$ cat config.mk
export PLATFORM = sky130hd
export DESIGN_NAME = voxel_face_cull_mesher
export DESIGN_NICKNAME = d
export VERILOG_FILES = /design/src/hdl/vfcm_pkg.sv /design/src/hdl/vfcm_front.sv /design/src/hdl/vfcm_queue.sv /design/src/hdl/vfcm_back.sv /design/src/hdl/voxel_face_cull_mesher.sv
export SDC_FILE = /design/constraint.sdc
export NUM_CORES = 1
export LEC_CHECK = 0
export ABC_AREA = 1
export BUFFER_PORTS_ARGS = -buffer_cell sky130_fd_sc_hd__clkbuf_2
export CAP_MARGIN = 0
export CORE_ASPECT_RATIO = 1.4
export CORE_MARGIN = 8
export CORE_UTILIZATION = 50
export DETAILED_ROUTE_END_ITERATION = 10
export GPL_TIMING_DRIVEN = 0
export PLACE_DENSITY_LB_ADDON = 0.25
export SLEW_MARGIN = 20
export SYNTH_ARGS = -nofsm -noshare
export SYNTH_HDL_FRONTEND = slang
export SYNTH_SLANG_ARGS = --single-unit
$ cat constraint.sdc
create_clock -name clk -period 5.1 [get_ports clk]
set_input_delay 1.275 -clock clk [delete_from_list [all_inputs] [get_ports clk]]
set_output_delay 1.275 -clock clk [all_outputs]
set_load 0.05 [all_outputs]
$ cat src/hdl/vfcm_pkg.sv
// ----------------------------------------------------------------------------
// vfcm_pkg
// shared types, tables and helpers for the voxel face cull mesher
// ----------------------------------------------------------------------------
package vfcm_pkg;

  localparam int NUM_FACES   = 6;
  localparam int QUEUE_DEPTH = 4;
  localparam int QPTR_W      = 2;
  localparam int QCNT_W      = 3;

  localparam logic [7:0] AIR_ID        = 8'd0;
  localparam logic [7:0] CLEAR_WATER_A = 8'd8;
  localparam logic [7:0] CLEAR_WATER_B = 8'd9;
  localparam logic [7:0] CLEAR_LEAVES  = 8'd18;
  localparam logic [7:0] CLEAR_GLASS   = 8'd20;
  localparam logic [7:0] TILE_ID_MUL   = 8'd17;
  localparam logic [7:0] TILE_DATA_MUL = 8'd5;

  localparam logic REG_CHUNK_X = 1'b0;
  localparam logic REG_CHUNK_Z = 1'b1;

  localparam logic [2:0] LAST_TRI_VERT = 3'd5;

  // corner offsets as {x, y, z}
  localparam logic [2:0] FACE_CORNER [0:5][0:3] = '{
    '{3'b100, 3'b110, 3'b111, 3'b101},
    '{3'b001, 3'b011, 3'b010, 3'b000},
    '{3'b010, 3'b011, 3'b111, 3'b110},
    '{3'b001, 3'b000, 3'b100, 3'b101},
    '{3'b101, 3'b111, 3'b011, 3'b001},
    '{3'b000, 3'b010, 3'b110, 3'b100}
  };

  // {u, v}
  localparam logic [1:0] CORNER_UV [0:3] = '{2'b01, 2'b00, 2'b10, 2'b11};
  localparam logic [1:0] TRI_ORDER [0:5] = '{2'd0, 2'd1, 2'd2, 2'd0, 2'd2, 2'd3};

  typedef struct packed {
    logic [16:0] base_x;
    logic [7:0]  base_y;
    logic [16:0] base_z;
    logic [7:0]  tile_base;
    logic [3:0]  light;
    logic        clear;
    logic [5:0]  face_mask;
  } entry_t;

  function automatic logic is_clear(input logic [7:0] id);
    return (id == CLEAR_WATER_A) || (id == CLEAR_WATER_B) ||
           (id == CLEAR_LEAVES) || (id == CLEAR_GLASS);
  endfunction

  function automatic logic face_shows(input logic [7:0] cur, input logic [7:0] nb);
    logic ct;
    logic nt;
    ct = is_clear(cur);
    nt = is_clear(nb);
    if (nb == AIR_ID) return 1'b1;
    if (!ct) return nt;
    return !nt || (nb != cur);
  endfunction

  function automatic logic [2:0] lowest_face(input logic [5:0] mask);
    logic [2:0] f;
    f = 3'd0;
    priority if (mask[0]) f = 3'd0;
    else if (mask[1]) f = 3'd1;
    else if (mask[2]) f = 3'd2;
    else if (mask[3]) f = 3'd3;
    else if (mask[4]) f = 3'd4;
    else f = 3'd5;
    return f;
  endfunction

endpackage

$ cat src/hdl/vfcm_front.sv
// ----------------------------------------------------------------------------
// vfcm_front
// scan position, origin registers and face classification of each voxel
// ----------------------------------------------------------------------------
module vfcm_front #(
  parameter int CHUNK_WIDTH  = 16,
  parameter int CHUNK_DEPTH  = 16,
  parameter int CHUNK_HEIGHT = 128
) (
  input  logic             clk,
  input  logic             rst_n,
  input  logic             in_valid,
  input  logic             q_full,
  input  logic [7:0]       block_kind,
  input  logic [3:0]       block_variant,
  input  logic [3:0]       sky_level,
  input  logic [3:0]       emitted_level,
  input  logic [7:0]       nbr_pos_x,
  input  logic [7:0]       nbr_neg_x,
  input  logic [7:0]       nbr_pos_y,
  input  logic [7:0]       nbr_neg_y,
  input  logic [7:0]       nbr_pos_z,
  input  logic [7:0]       nbr_neg_z,
  input  logic             cfg_wr,
  input  logic             cfg_index,
  input  logic [11:0]      cfg_data,
  output logic             push,
  output vfcm_pkg::entry_t push_entry
);
  import vfcm_pkg::*;

  localparam int XW = (CHUNK_WIDTH > 1) ? $clog2(CHUNK_WIDTH) : 1;
  localparam int ZW = (CHUNK_DEPTH > 1) ? $clog2(CHUNK_DEPTH) : 1;
  localparam int YW = (CHUNK_HEIGHT > 1) ? $clog2(CHUNK_HEIGHT) : 1;
  localparam logic [XW-1:0] X_LAST = XW'(CHUNK_WIDTH - 1);
  localparam logic [ZW-1:0] Z_LAST = ZW'(CHUNK_DEPTH - 1);
  localparam logic [YW-1:0] Y_LAST = YW'(CHUNK_HEIGHT - 1);
  localparam logic [16:0] CW17 = 17'(CHUNK_WIDTH);
  localparam logic [16:0] CD17 = 17'(CHUNK_DEPTH);

  logic [11:0]   cx_r;
  logic [11:0]   cz_r;
  logic [XW-1:0] scan_x_r, scan_x_nxt;
  logic [ZW-1:0] scan_z_r, scan_z_nxt;
  logic [YW-1:0] scan_y_r, scan_y_nxt;
  logic          accept;
  logic [5:0]    mask;
  logic [16:0]   cx_ext;
  logic [16:0]   cz_ext;

  assign accept = in_valid && !q_full;

  always_ff @(posedge clk) begin
    if (!rst_n) begin
      cx_r <= '0;
      cz_r <= '0;
    end else if (cfg_wr) begin
      unique case (cfg_index)
        REG_CHUNK_X: cx_r <= cfg_data;
        REG_CHUNK_Z: cz_r <= cfg_data;
        default: ;
      endcase
    end
  end

  always_comb begin
    scan_x_nxt = scan_x_r;
    scan_z_nxt = scan_z_r;
    scan_y_nxt = scan_y_r + YW'(1);
    if (scan_y_r == Y_LAST) begin
      scan_y_nxt = '0;
      scan_z_nxt = scan_z_r + ZW'(1);
      if (scan_z_r == Z_LAST) begin
        scan_z_nxt = '0;
        scan_x_nxt = (scan_x_r == X_LAST) ? '0 : scan_x_r + XW'(1);
      end
    end
  end

  always_ff @(posedge clk) begin
    if (!rst_n) begin
      scan_x_r <= '0;
      scan_z_r <= '0;
      scan_y_r <= '0;
    end else if (accept) begin
      scan_x_r <= scan_x_nxt;
      scan_z_r <= scan_z_nxt;
      scan_y_r <= scan_y_nxt;
    end
  end

  assign mask = {face_shows(block_kind, nbr_neg_z), face_shows(block_kind, nbr_pos_z),
                 face_shows(block_kind, nbr_neg_y), face_shows(block_kind, nbr_pos_y),
                 face_shows(block_kind, nbr_neg_x), face_shows(block_kind, nbr_pos_x)};

  assign cx_ext = {{5{cx_r[11]}}, cx_r};
  assign cz_ext = {{5{cz_r[11]}}, cz_r};

  assign push = accept && (block_kind != AIR_ID) && (mask != '0);

  always_comb begin
    push_entry.base_x    = cx_ext * CW17 + 17'(scan_x_r);
    push_entry.base_z    = cz_ext * CD17 + 17'(scan_z_r);
    push_entry.base_y    = 8'(scan_y_r);
    push_entry.tile_base = block_kind * TILE_ID_MUL + {4'd0, block_variant} * TILE_DATA_MUL;
    push_entry.light     = (sky_level > emitted_level) ? sky_level : emitted_level;
    push_entry.clear     = is_clear(block_kind);
    push_entry.face_mask = mask;
  end

endmodule

$ cat src/hdl/vfcm_queue.sv
// ----------------------------------------------------------------------------
// vfcm_queue
// short queue of classified voxels between front and back
// ----------------------------------------------------------------------------
module vfcm_queue (
  input  logic             clk,
  input  logic             rst_n,
  input  logic             push,
  input  vfcm_pkg::entry_t push_entry,
  input  logic             pop,
  output logic             full,
  output logic             q_valid,
  output vfcm_pkg::entry_t head
);
  import vfcm_pkg::*;

  entry_t             slot_r [QUEUE_DEPTH];
  logic [QPTR_W-1:0]  wr_ptr_r;
  logic [QPTR_W-1:0]  rd_ptr_r;
  logic [QCNT_W-1:0]  count_r;

  assign full    = (count_r == QCNT_W'(QUEUE_DEPTH));
  assign q_valid = (count_r != '0);
  assign head    = slot_r[rd_ptr_r];

  always_ff @(posedge clk) begin
    if (push) begin
      slot_r[wr_ptr_r] <= push_entry;
    end
  end

  always_ff @(posedge clk) begin
    if (!rst_n) begin
      wr_ptr_r <= '0;
      rd_ptr_r <= '0;
      count_r  <= '0;
    end else begin
      if (push) wr_ptr_r <= wr_ptr_r + QPTR_W'(1);
      if (pop) rd_ptr_r <= rd_ptr_r + QPTR_W'(1);
      unique case ({push, pop})
        2'b10:   count_r <= count_r + QCNT_W'(1);
        2'b01:   count_r <= count_r - QCNT_W'(1);
        default: count_r <= count_r;
      endcase
    end
  end

endmodule

$ cat src/hdl/vfcm_back.sv
// ----------------------------------------------------------------------------
// vfcm_back
// walks visible faces of one voxel and emits six vertices per face
// ----------------------------------------------------------------------------
module vfcm_back (
  input  logic             clk,
  input  logic             rst_n,
  input  logic             q_valid,
  input  vfcm_pkg::entry_t head,
  output logic             pop,
  output logic             out_valid,
  input  logic             out_stall,
  output logic [16:0]      vertex_x,
  output logic [7:0]       vertex_y,
  output logic [16:0]      vertex_z,
  output logic [4:0]       tex_u,
  output logic [4:0]       tex_v,
  output logic [3:0]       light_level,
  output logic             to_translucent,
  output logic             last_vertex
);
  import vfcm_pkg::*;

  entry_t      cur_r;
  logic        busy_r;
  logic [5:0]  rem_r;
  logic [2:0]  k_r;
  logic        out_valid_r;
  logic [16:0] vx_r;
  logic [7:0]  vy_r;
  logic [16:0] vz_r;
  logic [4:0]  u_r;
  logic [4:0]  v_r;
  logic [3:0]  light_r;
  logic        clear_r;
  logic        last_r;

  logic        adv;
  logic        emit;
  logic [2:0]  face;
  logic [1:0]  corner;
  logic [2:0]  offs;
  logic [1:0]  uv;
  logic [7:0]  tile;
  logic [5:0]  rem_clr;
  logic        face_done;
  logic        fin;

  assign adv       = !out_valid_r || !out_stall;
  assign emit      = busy_r && adv;
  assign face      = lowest_face(rem_r);
  assign corner    = TRI_ORDER[k_r];
  assign offs      = FACE_CORNER[face][corner];
  assign uv        = CORNER_UV[corner];
  assign tile      = cur_r.tile_base + {5'd0, face};
  assign rem_clr   = rem_r & ~(6'd1 << face);
  assign face_done = (k_r == LAST_TRI_VERT);
  assign fin       = emit && face_done && (rem_clr == '0);
  assign pop       = q_valid && (!busy_r || fin);

  always_ff @(posedge clk) begin
    if (!rst_n) begin
      busy_r <= 1'b0;
      rem_r  <= '0;
      k_r    <= '0;
    end else if (pop) begin
      busy_r <= 1'b1;
      rem_r  <= head.face_mask;
      k_r    <= '0;
    end else if (emit) begin
      if (face_done) begin
        rem_r  <= rem_clr;
        k_r    <= '0;
        busy_r <= (rem_clr != '0);
      end else begin
        k_r <= k_r + 3'd1;
      end
    end
  end

  always_ff @(posedge clk) begin
    if (pop) cur_r <= head;
  end

  always_ff @(posedge clk) begin
    if (!rst_n) begin
      out_valid_r <= 1'b0;
    end else if (adv) begin
      out_valid_r <= busy_r;
    end
  end

  always_ff @(posedge clk) begin
    if (emit) begin
      vx_r    <= cur_r.base_x + {16'd0, offs[2]};
      vy_r    <= cur_r.base_y + {7'd0, offs[1]};
      vz_r    <= cur_r.base_z + {16'd0, offs[0]};
      u_r     <= {1'b0, tile[3:0]} + {4'd0, uv[1]};
      v_r     <= {1'b0, tile[7:4]} + {4'd0, uv[0]};
      light_r <= cur_r.light;
      clear_r <= cur_r.clear;
      last_r  <= face_done && (rem_clr == '0);
    end
  end

  assign out_valid      = out_valid_r;
  assign vertex_x       = vx_r;
  assign vertex_y       = vy_r;
  assign vertex_z       = vz_r;
  assign tex_u          = u_r;
  assign tex_v          = v_r;
  assign light_level    = light_r;
  assign to_translucent = clear_r;
  assign last_vertex    = last_r;

endmodule

$ cat src/hdl/voxel_face_cull_mesher.sv
// ----------------------------------------------------------------------------
// voxel_face_cull_mesher
// culled-face mesher: one voxel per input beat, one vertex per output beat
// ----------------------------------------------------------------------------
//  channel  handshake                 payload
//  in       in_valid / in_stall       block id, variant, light levels, neighbours
//  out      out_valid / out_stall     vertex position, atlas uv, light, flags
//  cfg      cfg_valid / cfg_ready     cfg_index, cfg_data (chunk origins)
//
//  the front takes one voxel per cycle while the four-entry queue has room
//  the back emits one vertex per cycle while out_stall is low:
//  6 per visible face, up to 36 per voxel
//  reset is synchronous and clears scan position, origins, queue and output
//  out_stall holds the output register; in_stall rises only on a full queue
// ----------------------------------------------------------------------------
module voxel_face_cull_mesher #(
  parameter int CHUNK_WIDTH  = 16,
  parameter int CHUNK_DEPTH  = 16,
  parameter int CHUNK_HEIGHT = 128
) (
  input  logic        clk,
  input  logic        rst_n,
  input  logic        in_valid,
  output logic        in_stall,
  input  logic [7:0]  in_block_kind,
  input  logic [3:0]  in_block_variant,
  input  logic [3:0]  in_sky_level,
  input  logic [3:0]  in_emitted_level,
  input  logic [7:0]  in_nbr_pos_x,
  input  logic [7:0]  in_nbr_neg_x,
  input  logic [7:0]  in_nbr_pos_y,
  input  logic [7:0]  in_nbr_neg_y,
  input  logic [7:0]  in_nbr_pos_z,
  input  logic [7:0]  in_nbr_neg_z,
  output logic        out_valid,
  input  logic        out_stall,
  output logic [16:0] out_vertex_x,
  output logic [7:0]  out_vertex_y,
  output logic [16:0] out_vertex_z,
  output logic [4:0]  out_tex_u,
  output logic [4:0]  out_tex_v,
  output logic [3:0]  out_light_level,
  output logic        out_to_translucent,
  output logic        out_last_vertex,
  input  logic        cfg_valid,
  output logic        cfg_ready,
  input  logic        cfg_index,
  input  logic [11:0] cfg_data
);
  import vfcm_pkg::*;

  logic   q_full;
  logic   q_valid;
  logic   push;
  logic   pop;
  entry_t push_entry;
  entry_t head;

  assign in_stall  = q_full;
  assign cfg_ready = 1'b1;

  vfcm_front #(
    .CHUNK_WIDTH  (CHUNK_WIDTH),
    .CHUNK_DEPTH  (CHUNK_DEPTH),
    .CHUNK_HEIGHT (CHUNK_HEIGHT)
  ) u_front (
    .clk           (clk),
    .rst_n         (rst_n),
    .in_valid      (in_valid),
    .q_full        (q_full),
    .block_kind    (in_block_kind),
    .block_variant (in_block_variant),
    .sky_level     (in_sky_level),
    .emitted_level (in_emitted_level),
    .nbr_pos_x     (in_nbr_pos_x),
    .nbr_neg_x     (in_nbr_neg_x),
    .nbr_pos_y     (in_nbr_pos_y),
    .nbr_neg_y     (in_nbr_neg_y),
    .nbr_pos_z     (in_nbr_pos_z),
    .nbr_neg_z     (in_nbr_neg_z),
    .cfg_wr        (cfg_valid && cfg_ready),
    .cfg_index     (cfg_index),
    .cfg_data      (cfg_data),
    .push          (push),
    .push_entry    (push_entry)
  );

  vfcm_queue u_queue (
    .clk        (clk),
    .rst_n      (rst_n),
    .push       (push),
    .push_entry (push_entry),
    .pop        (pop),
    .full       (q_full),
    .q_valid    (q_valid),
    .head       (head)
  );

  vfcm_back u_back (
    .clk            (clk),
    .rst_n          (rst_n),
    .q_valid        (q_valid),
    .head           (head),
    .pop            (pop),
    .out_valid      (out_valid),
    .out_stall      (out_stall),
    .vertex_x       (out_vertex_x),
    .vertex_y       (out_vertex_y),
    .vertex_z       (out_vertex_z),
    .tex_u          (out_tex_u),
    .tex_v          (out_tex_v),
    .light_level    (out_light_level),
    .to_translucent (out_to_translucent),
    .last_vertex    (out_last_vertex)
  );

  a_no_push_when_full: assert property (@(posedge clk) disable iff (!rst_n)
    !(push && q_full))
    else $error("push into full queue");

  a_pop_needs_entry: assert property (@(posedge clk) disable iff (!rst_n)
    pop |-> q_valid)
    else $error("pop from empty queue");

  a_air_no_push: assert property (@(posedge clk) disable iff (!rst_n)
    (in_valid && !in_stall && (in_block_kind == AIR_ID)) |-> !push)
    else $error("air voxel queued");

  a_pop_needs_push: assert property (@(posedge clk) disable iff (!rst_n)
    (!q_valid && !push) |=> !pop)
    else $error("pop without queued voxel");

endmodule

==> results of run 1 <==
flip-flops by register name, summed over array words and instances (netlist names), named ones only:
register,flops
u_back.light_level,4
u_back.out_valid,1
u_back.last_vertex,1
u_front.scan_y_r,7
u_back.tex_u,5
u_back.to_translucent,1
u_queue.rd_ptr_r,2
u_front.cz_r,12
u_queue.count_r,3
u_back.vertex_y,8
u_back.busy_r,1
u_front.scan_x_r,4
u_back.cur_r,52
u_queue.slot_r,232
u_back.vertex_x,17
u_back.rem_r,6
u_back.tex_v,5
u_queue.wr_ptr_r,2
u_back.vertex_z,17
u_back.k_r,3
u_front.scan_z_r,4
u_front.cx_r,12
through the flow:
| stage | instances | area [µm²] | TNS, ns | worst slack [ns] |
|---|---|---|---|---|
| floorplan | 1514 | 17500 | -24.67 | -0.106 |
| CTS | 2185 | 20300 | 0 | 1.04 |
| global route | 2185 | 20300 | 0 | 0.663 |
| finish | 2185 | 20300 | 0 | 1.12 |
| global placement | 2112 | 18800 | -608.57 | -2.67 |
| detailed placement | 2125 | 19200 | 0 | 0.692 |
how the worst min path moves through the flow:
stage / cells after the start / from / endpoint / slack (ns)
after global placement: 0 / u_back.cur_r[9]$_DFFE_PN_ / u_back.light_level[2]$_DFFE_PP_ / 0.40
after detailed placement: 0 / u_back.cur_r[9]$_DFFE_PN_ / u_back.light_level[2]$_DFFE_PP_ / 0.40
after floorplan: 0 / u_back.cur_r[7]$_DFFE_PN_ / u_back.light_level[0]$_DFFE_PP_ / 0.40
after CTS: 0 / u_back.cur_r[9]$_DFFE_PN_ / u_back.light_level[2]$_DFFE_PP_ / 0.41
final: 0 / u_back.cur_r[9]$_DFFE_PN_ / u_back.light_level[2]$_DFFE_PP_ / 0.41
after global routing: 0 / u_back.cur_r[9]$_DFFE_PN_ / u_back.light_level[2]$_DFFE_PP_ / 0.43
layout make-up:
class	count	area share [%]
sequential	401	56.4
multi-input combinational	942	26.6
timing repair buffer	155	5.05
clock buffer	51	4.91
tap	456	2.81
inverter	115	2.16
buffer	56	1.35
clock inverter	9	0.696
kinds of logic after synthesis:
group	synth area share (%)
adder cells (fa/ha/maj)	4.29
flip-flops	65.3
buffers and inverters	4.04
AND/OR/NAND/NOR	13.3
other	0.0214
XOR/XNOR	4.54
AO/OA/AOI/OAI	8.52
per-layer routing:
layer	track usage, %	vias up	routed length [µm]	share of wire [%]
met4	8.85	0	1480	3.8
li1	-	5675	-	-
met5	0	-	0	0
met1	20.3	5575	14800	38
met2	34.2	413	20400	52
met3	3.19	98	2350	6.0
power breakdown:
group / switching [W] / internal (W) / total, W
combinational: 0.00256 / 0.000988 / 0.00355
clock: 0.00111 / 0.00156 / 0.00267
sequential: 0.000261 / 0.00442 / 0.00468
total: 0.00393 / 0.00697 / 0.0109
synth_stat cells, drive strengths merged (2+ instances only):
master,instances
or2,2
nand3,45
edfxtp,342
xor2,40
ha,49
a31oi,3
clkbuf,44
nand4,13
nand2,149
inv,115
o22ai,59
a21oi,39
xnor2,51
o21ai,175
buf,12
nor3b,6
nor3,31
fa,7
dfxtp,59
nor2,266
critical path: stages (launching register included):
cell     delay [ns]
dfxtp_1        0.39
nor2_2         0.08
nor3_1         0.56
inv_1          0.19
ha_1           0.32
inv_1          0.05
o21ai_0        0.13
o21ai_0        0.09
nand2_1        0.06
o21ai_0        0.13
inv_1          0.11
ha_1           0.18
ha_1           0.19
nand3_1        0.14
nor3_2         0.18
nand2_1        0.07
nor2_1         0.16
nand3_1        0.13
nor2_1         0.11
nand2_1        0.11
nor3b_1        0.30
nor2_1         0.08
==> impl_metrics.tcl, run 1 <==
set metrics [dict create \
    status "finished, final reports clean" \
    crit_path_end_kind "flip-flop" \
    worst_pin_slew_ns 0.785 \
    grt_pass1_wl_um 60900 \
    post_cts_resized 0 \
    max_slew_margin_pct 47.7 \
    setup_viol 0 \
    leakage_nw 7.62 \
    critical_path.startpoint "u_back.rem_r[2]$_SDFFE_PN0P_" \
    path_clk_slew_ns 0.07 \
    htreeDepth 2 \
    rr_endpoint "u_back.vertex_z[16]$_DFFE_PP_" \
    root_buffer "clkbuf_16" \
    grt_overflow_total 0 \
    dp_hpwl_um 27600 \
    hold_viol_final 0 \
    critPathCapture "u_back.vertex_z[16]$_DFFE_PP_" \
    firstDrtPassIters 5 \
    place_congestion 0.872 \
    post_cts_buffers 0 \
    yosys_warnings 0 \
    final_nets 1848 \
    numCtsBuffers 35 \
    die_y_um 238 \
    path_class "flip-flop to flip-flop" \
    startpoint_type "flip-flop" \
    cts-root-to-sink-buffers 3 \
    cts_hold_buf 0 \
    drcViolationCount 0 \
    wirelength_um 39000 \
    fill_cells 2819 \
    final_common_cell "edfxtp_1" \
    core_area_um2 34800 \
    synth_edf_count 342 \
    final_cell_mix "edfxtp_1 (342), nor2_1 (252), o21ai_0 (171)" \
    rr_worst_depth 21 \
    synth_top_area_share_pct 58.5 \
    period_share_pct 78.1 \
    initial_core_util_pct 50.5 \
    holdCritPathClass "flip-flop to flip-flop" \
    synth_seq_cells 401 \
    whs_ns 0.405 \
    numPortBuffers 142 \
    synth_area_leader_cell "edfxtp_1" \
    diodes 0 \
    worstPathMaxFanout 5 \
    clk_latency_ns 0.53 \
    max-cap-violations 0 \
    async_flop_share_pct 0 \
    ir_drop_v 0.000296 \
    first_iter_violations 722 \
    powerDensity_nw_per_um2 537 \
    rsz0062_at_grt "no" \
    r2r_setup_slack_ns 1.12 \
    synthFlopType "edfxtp_1" \
    period_needed_ns 3.98 \
    final_util_pct 58.4 \
    avgViaCountPerCell 5.38 \
    p_total_w 0.0109 \
    r2r-start "u_back.rem_r[2]$_SDFFE_PN0P_" \
    clock-sinks 401 \
    maxSlewViolCount 0 \
    syn_to_final_growth_pct 15.8 \
    syn_avg_cell_area_um2 11.6 \
    multi_input_area_um2 5410 \
    ant_nets 0 \
    die_area_um2 41400 \
    grt_max_degree 43 \
    grt_usage_pct 18.5 \
    max_freq_mhz 251 \
    cp.required_ns 5.37 \
    grt_pass1_vias 12000 \
    rows 81 \
    drive_gt1_share_pct 15.3 \
    yosysSeqAreaShare_pct 65.3 \
    cts_tree "done" \
    seqCellArea_um2 11500 \
    wire_per_inst_um 17.9 \
    synth_area_leaders "edfxtp_1 (59%), dfxtp_1 (6.7%), nor2_1 (5.5%)" \
    syn_inst 1514 \
    grt_antenna_before_repair 0 \
    synth_nets 1656 \
    die_w_um 174 \
    fin_worst_skew_ns 0.0203 \
    io-pin-count 147 \
    synth_cell_types 48 \
    cp.arrival_ns 4.25 \
    vias 11800 \
    synth_area_um2 17500 \
]
(Power assumes the default switching activity.)
==> run 2, diff against run 1 <==
==> constraint.sdc (replaced) <==
create_clock -name clk -period 3.6 [get_ports clk]
set_input_delay 0.9 -clock clk [delete_from_list [all_inputs] [get_ports clk]]
set_output_delay 0.9 -clock clk [all_outputs]
set_load 0.05 [all_outputs]
==> run 2 against run 1 <==
Compared with the run above:
- via count fell by 0.39%
- final cell count grew 0.46%
- critical path depth shrank 4
- total power up 44%
- register-to-register slack got worse by 0.96 ns
- sequential share of layout area shrank 0.23 points
- maximum frequency increased by 16%
- clock-buffer cell count down 9
- first-iteration DRC count decreased by 3.6%
- sequential power grew 42%
- worst setup slack worse by 0.96 ns
- largest cell class unchanged
- largest power group unchanged
==> impl_metrics.tcl, run 2 (synthesized netlist as in run 1, its figures left out) <==
set metrics [dict create \
    powerDensity_nw_per_um2 771 \
    place_inst 2123 \
    grt_antenna_before_repair 0 \
    crit_top_cell "nand3_2" \
    critical_path.startpoint "u_back.rem_r[3]$_SDFFE_PN0P_" \
    top_regs "u_queue.slot_r (232), u_back.cur_r (52)" \
    firstDrtPassIters 5 \
    cts-root-to-sink-buffers 3 \
    period_needed_ns 3.44 \
    cp.required_ns 3.87 \
    die_area_um2 41400 \
    cp.arrival_ns 3.71 \
    largest_register_ffs 232 \
    diodes 0 \
    core_area_um2 34800 \
    numCtsBuffers 36 \
    cts_tree "done" \
    path_clk_slew_ns 0.07 \
    max_slew_margin_pct 49.4 \
    setup_viol 0 \
    grt_usage_pct 18.6 \
    crit_slowest_cell "dfxtp_2" \
    place_congestion 0.867 \
    die_w_um 174 \
    wirelength_um 39200 \
    r2r-start "u_back.rem_r[3]$_SDFFE_PN0P_" \
    numPortBuffers 142 \
    clock-sinks 401 \
    avgViaCountPerCell 5.34 \
    crit_path_end_kind "flip-flop" \
    status "finished, final reports clean" \
    hold_viol_final 0 \
    holdCritPathClass "flip-flop to flip-flop" \
    io-pin-count 147 \
    worst_pin_slew_ns 0.759 \
    final_cell_mix "edfxtp_1 (342), nor2_1 (251), o21ai_0 (168)" \
    path_class "flip-flop to flip-flop" \
    drive_gt1_share_pct 17.0 \
    clk_latency_ns 0.52 \
    wire_per_inst_um 17.9 \
    final_nets 1855 \
    whs_ns 0.422 \
    grt_pass1_wl_um 61000 \
    critPathCapture "u_back.vertex_x[14]$_DFFE_PP_" \
    first_iter_violations 696 \
    fill_cells 2780 \
    final_cells 2195 \
    die_y_um 238 \
    dp_hpwl_um 27400 \
    maxSlewViolCount 0 \
    initial_core_util_pct 50.5 \
    fin_worst_skew_ns 0.0145 \
    r2r_setup_slack_ns 0.16 \
    worstPathMaxFanout 4 \
    root_buffer "clkbuf_16" \
    period_share_pct 95.6 \
    crit_chain "inv_2, a21oi_4, o21ai_2, buf_4, buf_4, ha_1, a21oi_1, a21oi_2, ha_2, ha_2, nand3_2, nor3b_4, nand3_2, nor3b_4, nand3_2, nor3_2, xor2_1" \
    htreeDepth 2 \
    drcViolationCount 0 \
    grt_pass1_vias 12000 \
    grt_max_degree 42 \
    rr_worst_depth 17 \
    crit_buf_inv 3 \
    rr_endpoint "u_back.vertex_x[14]$_DFFE_PP_" \
    final_common_cell "edfxtp_1" \
    ant_nets 0 \
    leakage_nw 7.65 \
    max_freq_mhz 291 \
    crit_family "simple AND/OR/NAND/NOR gates" \
    ir_drop_v 0.000458 \
    path_depth 17 \
    grt_overflow_total 0 \
    vias 11700 \
    startpoint_type "flip-flop" \
    max_stage_delay_ns 0.34 \
    largest-register "u_queue.slot_r" \
    syn_to_final_growth_pct 16.3 \
    max-cap-violations 0 \
    rows 81 \
]
run 2: changes by cell type in the layout (fill, tap and decap cells not counted), sizes merged:
cell      delta
clkinvlp     +1
clkbuf       -9
clkinv      +12
buf          +6
inv          -1
bufinv       +1
run 2: worst min path at each step:
stage / from / slack, ns / end / depth (start not counted)
final: u_back.cur_r[9]$_DFFE_PN_ / 0.42 / u_back.light_level[2]$_DFFE_PP_ / 0
after global routing: u_back.cur_r[8]$_DFFE_PN_ / 0.43 / u_back.light_level[1]$_DFFE_PP_ / 0
after CTS: u_back.cur_r[8]$_DFFE_PN_ / 0.43 / u_back.light_level[1]$_DFFE_PP_ / 0
after detailed placement: u_back.cur_r[8]$_DFFE_PN_ / 0.41 / u_back.light_level[1]$_DFFE_PP_ / 0
after global placement: u_back.cur_r[8]$_DFFE_PN_ / 0.40 / u_back.light_level[1]$_DFFE_PP_ / 0
after floorplan: u_back.cur_r[7]$_DFFE_PN_ / 0.40 / u_back.light_level[0]$_DFFE_PP_ / 0
run 2: where the power goes:
group / internal (W) / switching [W]
registers: 0.00627 / 0.000386
clock network: 0.00224 / 0.00160
logic: 0.00154 / 0.00372
total: 0.0100 / 0.00570
run 2: metrics by stage:
| step | util [%] | total power, W | setup slack [ns] | cell area, µm² | setup TNS (ns) |
|---|---|---|---|---|---|
| finish | 58.7 | 0.0157 | 0.160 | 20400 | 0 |
| global route | 58.7 | 0.0165 | -0.0437 | 20400 | -0.103 |
| CTS | 58.5 | 0.0157 | 0.0122 | 20300 | 0 |
| detailed placement | 54.9 | 0.0119 | -0.529 | 19100 | -15.14 |
| global placement | 54.2 | 0.0116 | -2.00 | 18800 | -471.59 |
| floorplan | - | 0.0102 | -0.280 | 17600 | -65.07 |
run 2: area by class of cell:
class / count / area [µm²] / share of cell area [%]
Sequential cell: 401 / 11500 / 56.1
Multi-Input combinational cell: 942 / 5490 / 26.9
Timing Repair Buffer: 161 / 1010 / 4.93
Clock buffer: 42 / 945 / 4.63
Tap cell: 456 / 571 / 2.80
Inverter: 115 / 440 / 2.16
Buffer: 56 / 275 / 1.35
Clock inverter: 22 / 230 / 1.13
run 2: what timing repair did:
action / in CTS / in global routing
resized for setup: 8 / 18
buffers inserted: 3 / 5
pin swaps: 2 / 5
endpoints found under the setup margin: 18 / 10
gates cloned: 0 / 0
hold buffers: 0 / 0
run 2: worst reg2reg max path, delay by kind of cell, from the launching register on:
| kind | cells | cell delay [ns] |
|---|---|---|
| DFF | 1 | 0.34 |
| AOI/OAI and AO/OA | 4 | 0.71 |
| xor gates and xnor gates | 1 | 0.09 |
| adders and majority gates | 3 | 0.68 |
| and+or+nand+nor | 6 | 1.07 |
| buffers and inverters | 3 | 0.33 |
run 2: layer usage:
layer | vias to the layer above | GRT usage (%) | share of wire, %
li1 | 5675 | - | -
met1 | 5586 | 20.6 | 38
met2 | 360 | 34.3 | 52
met3 | 94 | 3.18 | 5.5
met4 | 0 | 8.41 | 4.2
met5 | - | 0 | 0
